<file path="src/rtl/core/grf_pkg.sv">
// shared types and constants of the grid rectangle fill block
package grf_pkg;

   // fixed field widths of the request and response beats
   localparam int CoordWidth = 7;
   localparam int FillWidth  = 32;
   localparam int ReadWidth  = 32;
   localparam int ReqDataWidth = 64;

   // request kinds carried on req_tuser
   localparam logic ModeFill = 1'b0;
   localparam logic ModeRead = 1'b1;

   // sequencer states, one-hot
   typedef enum logic [2:0] {
      ST_IDLE = 3'b001,
      ST_FILL = 3'b010,
      ST_READ = 3'b100
   } state_type;

   // command to the rectangle walker
   typedef struct packed {
      logic                  load;
      logic                  step;
      logic [CoordWidth-1:0] top;
      logic [CoordWidth-1:0] left;
      logic [CoordWidth-1:0] bottom;
      logic [CoordWidth-1:0] right;
   } walk_cmd_type;

   // current cell of the rectangle walker
   typedef struct packed {
      logic [CoordWidth-1:0] row;
      logic [CoordWidth-1:0] col;
      logic                  last;
   } walk_stat_type;

endpackage

</file>
<file path="src/rtl/core/grf_walk.sv">
// rectangle walker: steps one cell a cycle through a clipped rectangle
module grf_walk (
   input  logic                  clock,
   input  grf_pkg::walk_cmd_type cmd,
   output grf_pkg::walk_stat_type stat
);
   import grf_pkg::*;

   logic [CoordWidth-1:0] row_ff, row_in;
   logic [CoordWidth-1:0] col_ff, col_in;
   logic [CoordWidth-1:0] left_ff, left_in;
   logic [CoordWidth-1:0] bottom_ff, bottom_in;
   logic [CoordWidth-1:0] right_ff, right_in;
   logic                  row_end;

   // end of the current row
   assign row_end = (col_ff == right_ff);

   // next cell: load the corner, or advance along the row and wrap
   always_comb begin
      row_in    = row_ff;
      col_in    = col_ff;
      left_in   = left_ff;
      bottom_in = bottom_ff;
      right_in  = right_ff;
      if (cmd.load) begin
         row_in    = cmd.top;
         col_in    = cmd.left;
         left_in   = cmd.left;
         bottom_in = cmd.bottom;
         right_in  = cmd.right;
      end else if (cmd.step) begin
         if (row_end) begin
            col_in = left_ff;
            row_in = row_ff + CoordWidth'(1);
         end else begin
            col_in = col_ff + CoordWidth'(1);
         end
      end
   end

   // walker registers, payload only
   always_ff @(posedge clock) begin
      row_ff    <= row_in;
      col_ff    <= col_in;
      left_ff   <= left_in;
      bottom_ff <= bottom_in;
      right_ff  <= right_in;
   end

   assign stat.row  = row_ff;
   assign stat.col  = col_ff;
   assign stat.last = row_end && (row_ff == bottom_ff);

endmodule

</file>
<file path="config.mk">
export PLATFORM = sky130hd
export DESIGN_NAME = grf_walk
export DESIGN_NICKNAME = d
export VERILOG_FILES = /design/src/rtl/core/grf_pkg.sv /design/src/rtl/core/grf_walk.sv
export SDC_FILE = /design/constraint.sdc
export NUM_CORES = 1
export LEC_CHECK = 0
export BUFFER_PORTS_ARGS = -buffer_cell sky130_fd_sc_hd__buf_2
export CORE_MARGIN = 5
export CORE_UTILIZATION = 55
export DETAILED_ROUTE_END_ITERATION = 8
export HOLD_SLACK_MARGIN = 0.1
export PLACE_DENSITY_LB_ADDON = 0.2
export SYNTH_ARGS = -nofsm -noshare
export SYNTH_HDL_FRONTEND = slang
export SYNTH_SLANG_ARGS = --single-unit
export TNS_END_PERCENT = 50
</file>
<file path="constraint.sdc">
create_clock -name clock -period 5 [get_ports clock]
set_input_delay 0.5 -clock clock [delete_from_list [all_inputs] [get_ports clock]]
set_output_delay 0.5 -clock clock [all_outputs]
set_load 0.01 [all_outputs]
</file>
=== After elaboration in Yosys (flattened, before gate mapping) ===
Cells that the tools add are included.

* Register bits after elaboration: 35
* Input port bits: 31
* Output and inout port bits: 15
* Logic and storage cells: 19

* $add $sub $neg: 2
* Equality and inequality tests: 2
* Muxes and demuxes: 6
* Reductions and logical operators: 4

{| class="wikitable"
|+ Operators with widths
! kind !! count
|-
| 2-to-1 mux 7 bit || 6
|-
| adder 7 x 1 -> 7 bit (second input constant) || 2
|-
| equality test 7 bit || 2
|-
| nonzero test 2 bit || 2
|-
| AND reduction 2 bit || 1
|-
| logical AND 1 bit || 1
|}

=== Logic depth before layout (Yosys ltp) ===
Gate-level depths: netlist of the first run.

* Depth after elaboration: 4
* Depth in mapped cells: 5
* Mapped depth without buffers: 5

=== Worst setup path after synthesis of the first run ===
OpenSTA, ideal clock, no wires.

* Kind: register to output
* From: register col_ff[4]
* To: output stat[0] (netlist bit)
* Arrival: 1.412 ns
* Required time: 4.500 ns
* Path slack: 3.088 ns
* Stages on the path, launching flop included: 4
* Path buffers: 0
* Path through: edfxtp_1 -> xnor2_1 -> nand4_1 -> nor4_1

{| class="wikitable"
|+ RTL lines
! element !! RTL line !! RTL
|-
| start, declared || grf_walk.sv:10 || <nowiki>logic [CoordWidth-1:0] col_ff, col_in;</nowiki>
|-
| start signal, assigned || grf_walk.sv:45 || <nowiki>col_ff <= col_in;</nowiki>
|-
| end, declared || grf_walk.sv:5 || <nowiki>output grf_pkg::walk_stat_type stat</nowiki>
|}

==> run metrics, run 1 <==
Setup CP Type register to primary output; crit path time final between 2 and 2.5 ns; Post-synth ARST share 0; CP required roughly 4.5 ns; GPL Wtd Cong roughly 0.85; htree depth 2; crit path cell chain xnor2_1, nand4_1, nor4_1, buf_2; Ports between 40 and 50; CP Max Fanout 6; hold buffers post-CTS 0; post-DP HPWL between 2 and 2.5 mm; vias in the first global route ~1100; core area 0.00300 mm²; sequential share of the synthesized area 0.619; CTS Sinks 35; CTS tree done; First DRT Iteration DRCs between 100 and 150; actual slew at the worst max-slew pin 0.880 ns; endpoints failing setup 0; first-pass iteration count of the detailed router 5; Root Driver clkbuf_4; first-pass GRT wire length about 5.4 mm; most frequent cell after synthesis edfxtp_1; compound-gate portion of the synthesized area 0.127; Leakage Power between 0.7 and 0.8 nW; Fill cells approximately 250; post-synthesis adder-cell area fraction 0.0147; layout cell share with drive strength beyond 1 0.339; total CTS buffers 5; internal power approximately 470 µW; via count 1134; Final period util 0.495; Post-route DRC 0; Ant. Diodes 0; clock buffer depth 2; Die Wd between 60 and 70 µm; CP max stage cell edfxtp_1; largest family of logic cells by synthesized area compound AO/OA/AOI/OAI gates; fmax 404 MHz; biggest area consumer among synthesized cells edfxtp_1; Routed WL ~3.3 mm; row cnt 20; Setup TNS 0 ns; Mapped Avg Cell Area 13.2 µm²; area delta synth->final 16.9%; Mapped Nets between 150 and 200; Starting Density 0.566; Cell Pwr Density 323 mW/mm²; Synth Area in XOR/XNOR 0.113; Hold Fails Final Rpt 0; Gate Count Post-Synth between 100 and 150; Yosys cell types 30; mux cell area share after synthesis 0.00663; maximum vdd ir drop between 0.0002 and 0.00025 V; Crit. End Element primary output; initial antenna violation count 0; worst min-delay path category input pin to register; Nets between 200 and 250; Slowest Stage Delay on Critical Path 0.48 ns; top cells by count, synth 35 x edfxtp_1, 19 x xnor2_1, 12 x nand2_1; Post-synth EDFFs 35; Port Buffers 45; Mapped Area 0.00170 mm²; clk_lat worst skew between 0.3 and 0.4 ns; Post-CTS Setup Bufs 0; Maximum Capacitance Violations 0; Avg WL per Cell 15.7 µm; combinational fraction of design power 0.186; Switching Fraction 0.273; Worst Skew approximately 0.0070 ns; Worst EP arrival between 1.5 and 2 ns; largest net degree at the start of global routing between 40 and 50; ANT nets after route 0; Area contributors post-synth edfxtp_1 62%, xnor2_1 9.8%, a211oi_2 2.9%; Seq pwr share 0.593; grt ovf 0; CTS clock-pin slew for the worst setup and hold paths ~0.10 ns; Net Switching around 170 µW; RSZ-0062 raised after global routing false; status finished clean; DIE HEIGHT roughly 66 µm; Seq cells post-synth 35; die area 0.00430 mm²; Design Area, Final ~0.002 mm²; Placed Area between 0.0015 and 0.002 mm²; count of pins over their slew limit 0; Startpoint Class register; Synth Warn # 0; post_cts resized 0; vias per cell 5.40; Clk network pwr share 0.222; all-layer global routing usage 0.172; top cell type's share of synthesized area 0.619; relative slew slack 0.414; main flop type after synthesis edfxtp_1; simple-gate share of the synthesized area 0.0957
through the flow:
stage          hold WS [ns]  utilization  std cells  power (mW)  setup slack [ns]
6_report              0.342        0.661        210       0.640              2.52
5_1_grt               0.301        0.661        210       0.680              2.36
4_1_cts               0.324        0.661        210       0.648              2.50
3_5_place_dp          0.595        0.645        202       0.506              2.88
3_3_place_gp          0.590        0.645        202       0.500              2.97
2_1_floorplan         0.574            -        129       0.462              3.09
cell type report:
| type | count | area (µm²) | share of cell area |
|---|---|---|---|
| sequential | 35 | 1050 | 0.529 |
| inverter | 3 | 11.3 | 0.00567 |
| timing repair buffer | 45 | 225 | 0.113 |
| multi-input combinational | 86 | 607 | 0.306 |
| clock buffer | 7 | 45.0 | 0.0227 |
| clock inverter | 1 | 5.00 | 0.00252 |
| tap | 33 | 41.3 | 0.0208 |
layout by cell type, fill, tap and decap left out, types with 2 or more instances in the layout:
master    synthesis  routed
o31ai_1           3       3
nand2_1          12      12
a221oi_2          2       2
clkbuf_1          2       2
a31oi_1           2       2
a21o_1            2       2
o21ai_1           9       9
o21a_1            2       2
nor3_1            2       2
inv_1             3       3
nand3_1           8       8
buf_2             0      45
clkbuf_4          0       5
nand4_1           2       2
edfxtp_1         35      35
xor2_1            3       3
ha_1              2       2
xnor2_1          19      19
a211oi_2          4       4
nor2_1            5       5
metal layers:
metal  routed length, µm  GRT usage  share of wire  vias up
met5                   0          0              0        -
met4                  21     0.0466         0.0064        0
met3                 132     0.0632          0.040        2
met2                1630      0.254           0.50       30
met1                1510      0.239           0.46      526
li1                    -          -              -      576
state kept, by name, indices dropped and copies added (netlist names):
name and count:
bottom_ff 7, col_ff 7, left_ff 7, right_ff 7, row_ff 7
cell families after synthesis:
kind of cell,after synthesis
flip-flops,35
AND/OR/NAND/NOR,34
XOR/XNOR,22
adder cells (fa/ha/maj),2
buffers and inverters,8
multiplexers,1
AO/OA/AOI/OAI,27
path summary, 6_finish.rpt:
path | cells after the start | slack [ns] | endpoint | startpoint
worst max-delay path | 4 | 2.52 | stat[0] | col_ff[2]
worst min-delay path | 1 | 0.34 | right_ff[1] | cmd[1]
worst max register to register | 4 | 3.00 | row_ff[3] | col_ff[2]
worst min register to register | 2 | 0.62 | col_ff[2] | left_ff[2]
critical path: cells and delay by family, from the launching register on:
family        cells  cell delay (ns)
simple gates      2             0.72
flops             1             0.48
xor+xnor          1             0.25
buf+inv           1             0.19
power groups by stage:
stage	clock network, mW	logic (mW)	registers, mW
floorplan	0	0.0746	0.387
global placement	0	0.115	0.385
detailed placement	0	0.119	0.387
CTS	0.148	0.120	0.380
global route	0.165	0.131	0.383
finish	0.142	0.119	0.380
(Power assumes the default switching activity.)
==> run 2: changes to the inputs <==
- ABC_AREA: default -> 1
- CORE_UTILIZATION: 55 -> 52
- clock period: 5 -> 2.5 ns (I/O delays scaled with it)
==> run metrics, run 2 <==
clock buffer depth 2 (unchanged); Cell Pwr Density 557 mW/mm² (was 323 mW/mm²); Leakage Power 1.07 nW (was 0.754 nW); RSZ-0062 raised after global routing false (unchanged); biggest area consumer among synthesized cells edfxtp_1 (unchanged); core area 0.00336 mm² (was 0.00300 mm²); grt ovf 0 (unchanged); clk_lat worst skew 0.34 ns (was 0.32 ns); largest net degree at the start of global routing 42 (was 48); actual slew at the worst max-slew pin 0.564 ns (was 0.880 ns); Fill cells 291 (was 246); worst min-delay path category input pin to register (unchanged); initial antenna violation count 0 (unchanged); Post-synth EDFFs 35 (unchanged); most common cell after layout, fill and taps aside nand2_1 (was buf_2); fmax a little over 500 MHz; row cnt 21 (was 20); CP Capture Point stat[0] (unchanged); CP required 2.25 ns (was 4.50 ns); hold_ws 0.192 ns (was 0.342 ns); main flop type after synthesis edfxtp_1 (unchanged); Routed WL 3.70 mm (was 3.30 mm); count of pins over their slew limit 0 (unchanged); sequential share of the synthesized area 0.574 (was 0.619); die area 0.00481 mm² (was 0.00430 mm²); Avg WL per Cell 12.1 µm (was 15.7 µm); Nets 292 (was 209); total power 1.32 mW (was 640 µW); Startpoint Class register (unchanged); Maximum Capacitance Violations 0 (unchanged); via count 1433 (was 1134); first-pass iteration count of the detailed router 4 (was 5); family with the most delay on the worst path simple AND/OR/NAND/NOR gates (unchanged); Area contributors post-synth edfxtp_1 57%, nand2_1 11%, xor2_1 5.3% (was edfxtp_1 62%, xnor2_1 9.8%, a211oi_2 2.9%); relative slew slack 0.622 (was 0.414); CTS tree done (unchanged); CP max stage cell edfxtp_1 (unchanged); crit path cell chain inv_1, nand2_1, nand2_2, nand2_1, nor2_4, nand2_1, nor2_1, buf_2 (was xnor2_1, nand4_1, nor4_1, buf_2); endpoints failing setup 0 (unchanged); maximum vdd ir drop 0.000393 V (was 0.000209 V); post-DP HPWL 2.61 mm (was 2.50 mm); commonest cells after routing, fill and taps aside 52 x nand2_1, 45 x buf_2, 35 x edfxtp_1 (was 45 x buf_2, 35 x edfxtp_1, 19 x xnor2_1); total CTS buffers 5 (unchanged); Worst Skew 0.00855 ns (was 0.00704 ns); all-layer global routing usage 0.169 (was 0.172); Mapped Avg Cell Area 9.80 µm² (was 13.2 µm²); First DRT Iteration DRCs 68 (was 113); Die Wd 69.4 µm (was 65.6 µm); register area 0.00105 mm² (unchanged); Mapped Nets 220 (was 162); DIE HEIGHT 69.4 µm (was 65.6 µm); Root Driver clkbuf_4 (unchanged); Worst EP arrival 1.70 ns (was 1.98 ns); dpl cells 277 (was 202); CP Max Fanout 8 (was 6); layout cell share with drive strength beyond 1 0.258 (was 0.339); ANT nets after route 0 (unchanged); post-route insts no fill 306 (was 210); Yosys cell types 23 (was 30); crit path time final a little under 2 ns; GPL Wtd Cong 0.782 (was 0.853); Port Buffers 45 (unchanged); CTS Sinks 35 (unchanged); status finished clean (unchanged); Mapped Area 0.00183 mm² (was 0.00170 mm²); Crit. End Element primary output (unchanged); top cells by count, synth 52 x nand2_1, 35 x edfxtp_1, 21 x inv_1 (was 35 x edfxtp_1, 19 x xnor2_1, 12 x nand2_1); Slowest Stage Delay on Critical Path 0.47 ns (was 0.48 ns); Synth Warn # 0 (unchanged); vias in the first global route 1520 (was 1121); CTS clock-pin slew for the worst setup and hold paths 0.10 ns (about the same); Post-route DRC 0 (unchanged); R2R depth 7 (was 4); Post-Route Utilization 0.706 (was 0.661); area delta synth->final 29.6% (was 16.9%); Ant. Diodes 0 (unchanged); Post-synth ARST share 0 (unchanged); Ports 46 (unchanged); Setup CP Type register to primary output (unchanged); worst hold path depth 3 (was 1); worst reg2reg path startpoint col_ff[4] (was col_ff[2]); Setup TNS 0 ns (unchanged); first-pass GRT wire length 6.48 mm (was 5.44 mm); Gate Count Post-Synth 187 (was 129); Final period util 0.781; Multi-input gate area 676 µm² (was 607 µm²); vias per cell 4.68 (was 5.40); most frequent CP cell nand2_1; Seq cells post-synth 35 (unchanged); Reg-to-Reg End row_ff[4] (was row_ff[3]); htree depth 2 (unchanged); most frequent cell after synthesis nand2_1 (was edfxtp_1); Starting Density 0.545 (was 0.566); Hold Startpoint cmd[23] (was cmd[1]); Bufs and invs on worst path 2 (was 1); R2R Setup Slk 0.58 ns (was 3.00 ns); critical path depth in cells 8 (was 4); top cell type's share of synthesized area 0.574 (was 0.619); Hold Fails Final Rpt 0 (unchanged); Critical Path Source col_ff[4] (was col_ff[2])
==> run 2: cell types whose count changed after synthesis, moves of 4 or more <==
cell and delta:
xor2_1 +8, nand2_2 +6, nand2_1 +40, a211oi_2 -4, inv_1 +18, xnor2_1 -14, nand3_1 +10, o21ai_0 +4
inv_2 +4
==> run 2: through the flow <==
step,instance area [µm²],setup WS [ns]
CTS,2350,0.510
global placement,2110,0.635
global route,2370,0.326
floorplan,1830,0.713
finish,2370,0.549
detailed placement,2110,0.598
==> run 2: how the worst min path moves through the flow <==
stage	endpoint
floorplan	bottom_ff[0]
global placement	right_ff[1]
detailed placement	bottom_ff[5]
CTS	left_ff[2]
global route	row_ff[6]
finish	row_ff[2]
==> run 2: cells by family (layout without fill, tap and decap cells) <==
| kind of cell | after synthesis | in the layout | share of synthesized area |
|---|---|---|---|
| buf+inv | 28 | 101 | 0.0574 |
| fa+ha+maj | 2 | 2 | 0.0137 |
| simple gates | 90 | 90 | 0.234 |
| xor+xnor | 16 | 16 | 0.0765 |
| compound gates | 16 | 16 | 0.0451 |
| flops | 35 | 35 | 0.574 |
==> run 2: power breakdown <==
group | internal (mW) | total (mW) | switching, mW
clock network | 0.104 | 0.284 | 0.180
registers | 0.710 | 0.758 | 0.0477
logic | 0.127 | 0.280 | 0.153
==> run 2: timing repair <==
item                                   4_1_cts  5_1_grt
hold buffers                                19        2
gates resized for setup                      0        0
buffers inserted                             0        0
endpoints found under the hold margin       19        2
==> run 2: worst min-delay path: stages <==
cell and delay, ns:
buf_2 0.08, nand2_1 0.05, nand2_1 0.05
==> run 2: area by class of cell <==
class	count	area share
clock inverters	2	0.00316
inverters	26	0.0411
well taps	46	0.0242
clock buffers	6	0.0174
flip-flops and latches	35	0.443
repair buffers	67	0.187
multi-input cells	124	0.285
==> run 2: routing by layer <==
| metal | track usage | part of all wire | vias up |
|---|---|---|---|
| li1 | - | - | 756 |
| met1 | 0.199 | 0.42 | 630 |
| met2 | 0.288 | 0.51 | 40 |
| met3 | 0.0551 | 0.053 | 7 |
| met4 | 0.0564 | 0.014 | 0 |
| met5 | 0 | 0 | - |
==> run 3: changes to the inputs <==
- clock period: 2.5 -> 1.8 ns (I/O delays scaled with it)
==> run metrics, run 3 (synthesis results as in run 2) <==
Starting Density 0.545 (unchanged); clock buffer depth 2 (unchanged); Root Driver clkbuf_4 (unchanged); Routed WL 3.89 mm (was 3.70 mm); largest net degree at the start of global routing 23 (was 42); commonest cells after routing, fill and taps aside 51 x nand2_1, 45 x buf_2, 35 x edfxtp_1 (was 52 x nand2_1, 45 x buf_2, 35 x edfxtp_1); post-DP HPWL 2.67 mm (was 2.61 mm); Slowest Stage Delay on Critical Path 0.43 ns (was 0.47 ns); layout cell share with drive strength beyond 1 0.307 (was 0.258); Worst EP arrival 1.51 ns (was 1.70 ns); most common cell after layout, fill and taps aside nand2_1 (unchanged); CTS Sinks 35 (unchanged); Final WS setup 0.111 ns (was 0.549 ns); Post-Route Utilization 0.747 (was 0.706); via count 1498 (was 1433); clk_lat worst skew 0.33 ns (was 0.34 ns); Ports 46 (unchanged); CP Max Fanout 4 (was 8); Bufs and invs on worst path 2 (unchanged); worst min-delay path category input pin to register (unchanged); GPL Wtd Cong 0.797 (was 0.782); total power 1.90 mW (was 1.32 mW); endpoints failing setup 0 (unchanged); worst reg2reg path startpoint col_ff[0] (was col_ff[4]); relative slew slack 0.793 (was 0.622); ANT nets after route 0 (unchanged); maximum vdd ir drop 0.000491 V (was 0.000393 V); worst hold path depth 3 (unchanged); CP max stage cell edfxtp_1 (unchanged); Fill cells 277 (was 291); total CTS buffers 5 (unchanged); Final period util 0.938; pre-CTS setup slack 0.175 ns (was 0.598 ns); Avg WL per Cell 12.1 µm (about the same); all-layer global routing usage 0.171 (was 0.169); Maximum Capacitance Violations 0 (unchanged); Hold Startpoint cmd[26] (was cmd[23]); Placed Area 0.00216 mm² (was 0.00211 mm²); CP required 1.62 ns (was 2.25 ns); core area 0.00336 mm² (unchanged); Setup TNS 0 ns (unchanged); fmax approximately 590 MHz; actual slew at the worst max-slew pin 0.310 ns (was 0.564 ns); Crit. End Element primary output (unchanged); vias per cell 4.64 (was 4.68); crit path time final ~1.7 ns; hold_ws 0.128 ns (was 0.192 ns); Cell Pwr Density 756 mW/mm² (was 557 mW/mm²); Leakage Power 1.16 nW (was 1.07 nW); R2R Setup Slk 0.14 ns (was 0.58 ns); Post-route DRC 0 (unchanged); DIE HEIGHT 69.4 µm (unchanged); Setup CP Type register to primary output (unchanged); hold worst-path end row_ff[5] (was row_ff[2]); Die Wd 69.4 µm (unchanged); CTS tree done (unchanged); Nets 309 (was 292); Hold Fails Final Rpt 0 (unchanged); first-pass GRT wire length 6.53 mm (was 6.48 mm); area delta synth->final 37.1% (was 29.6%); die area 0.00481 mm² (unchanged); First DRT Iteration DRCs 100 (was 68); count of pins over their slew limit 0 (unchanged); row cnt 21 (unchanged); Startpoint Class register (unchanged); initial antenna violation count 0 (unchanged); Design Area, Final 0.00251 mm² (was 0.00237 mm²); family with the most delay on the worst path simple AND/OR/NAND/NOR gates (unchanged); htree depth 2 (unchanged); vias in the first global route 1483 (was 1520); crit path cell chain inv_1, nand2_1, nand2_2, nand2_1, nor2_4, nand2_2, nor2_1, buf_2 (was inv_1, nand2_1, nand2_2, nand2_1, nor2_4, nand2_1, nor2_1, buf_2); dpl cells 283 (was 277); Port Buffers 45 (unchanged); Reg-to-Reg End col_ff[4] (was row_ff[4]); Ant. Diodes 0 (unchanged); R2R depth 9 (was 7); post-route insts no fill 323 (was 306); CTS clock-pin slew for the worst setup and hold paths 0.10 ns (about the same); Worst Skew 0.0115 ns (was 0.00855 ns); status finished clean (unchanged); first-pass iteration count of the detailed router 4 (unchanged); grt ovf 0 (unchanged)
[run 3: power breakdown]
part / leakage, nW / switching (mW) / internal [mW]
sequential: 0.348 / 0.0493 / 0.985
clock: 0.0273 / 0.245 / 0.145
combinational: 0.783 / 0.249 / 0.224
total: 1.16 / 0.544 / 1.35
[run 3: how the worst max path moves through the flow]
stage,start,endpoint,cells after the start
global route,row_ff[3],stat[0],5
floorplan,col_ff[3],row_ff[0],5
global placement,col_ff[4],row_ff[6],8
detailed placement,col_ff[2],row_ff[6],8
CTS,col_ff[5],stat[0],8
finish,col_ff[4],stat[0],8
[run 3: tightest hold or removal path: stages]
cell and delay (ns):
buf_2 0.07, nand2_1 0.04, o21ai_1 0.06
[run 3: cell type report]
cell class | instances | area (µm²) | share of cell area
clock buffer | 6 | 41.3 | 0.0164
clock inverter | 2 | 7.51 | 0.00299
inverter | 26 | 97.6 | 0.0389
multi-input combinational | 124 | 683 | 0.272
sequential | 35 | 1050 | 0.419
tap | 46 | 57.6 | 0.0229
timing repair buffer | 84 | 573 | 0.228
[run 3: per-layer routing]
layer	GRT usage	wire length (µm)
met1	0.205	1630
met2	0.292	1990
met3	0.0478	217
met4	0.0586	58
met5	0	0
[run 3: timing repair]
item,4_1_cts,5_1_grt
endpoints found under the hold margin,22,0
buffers inserted,8,2
hold buffers,22,0
pin swaps,1,2
gates resized for setup,0,2
setup endpoints to repair,1,1
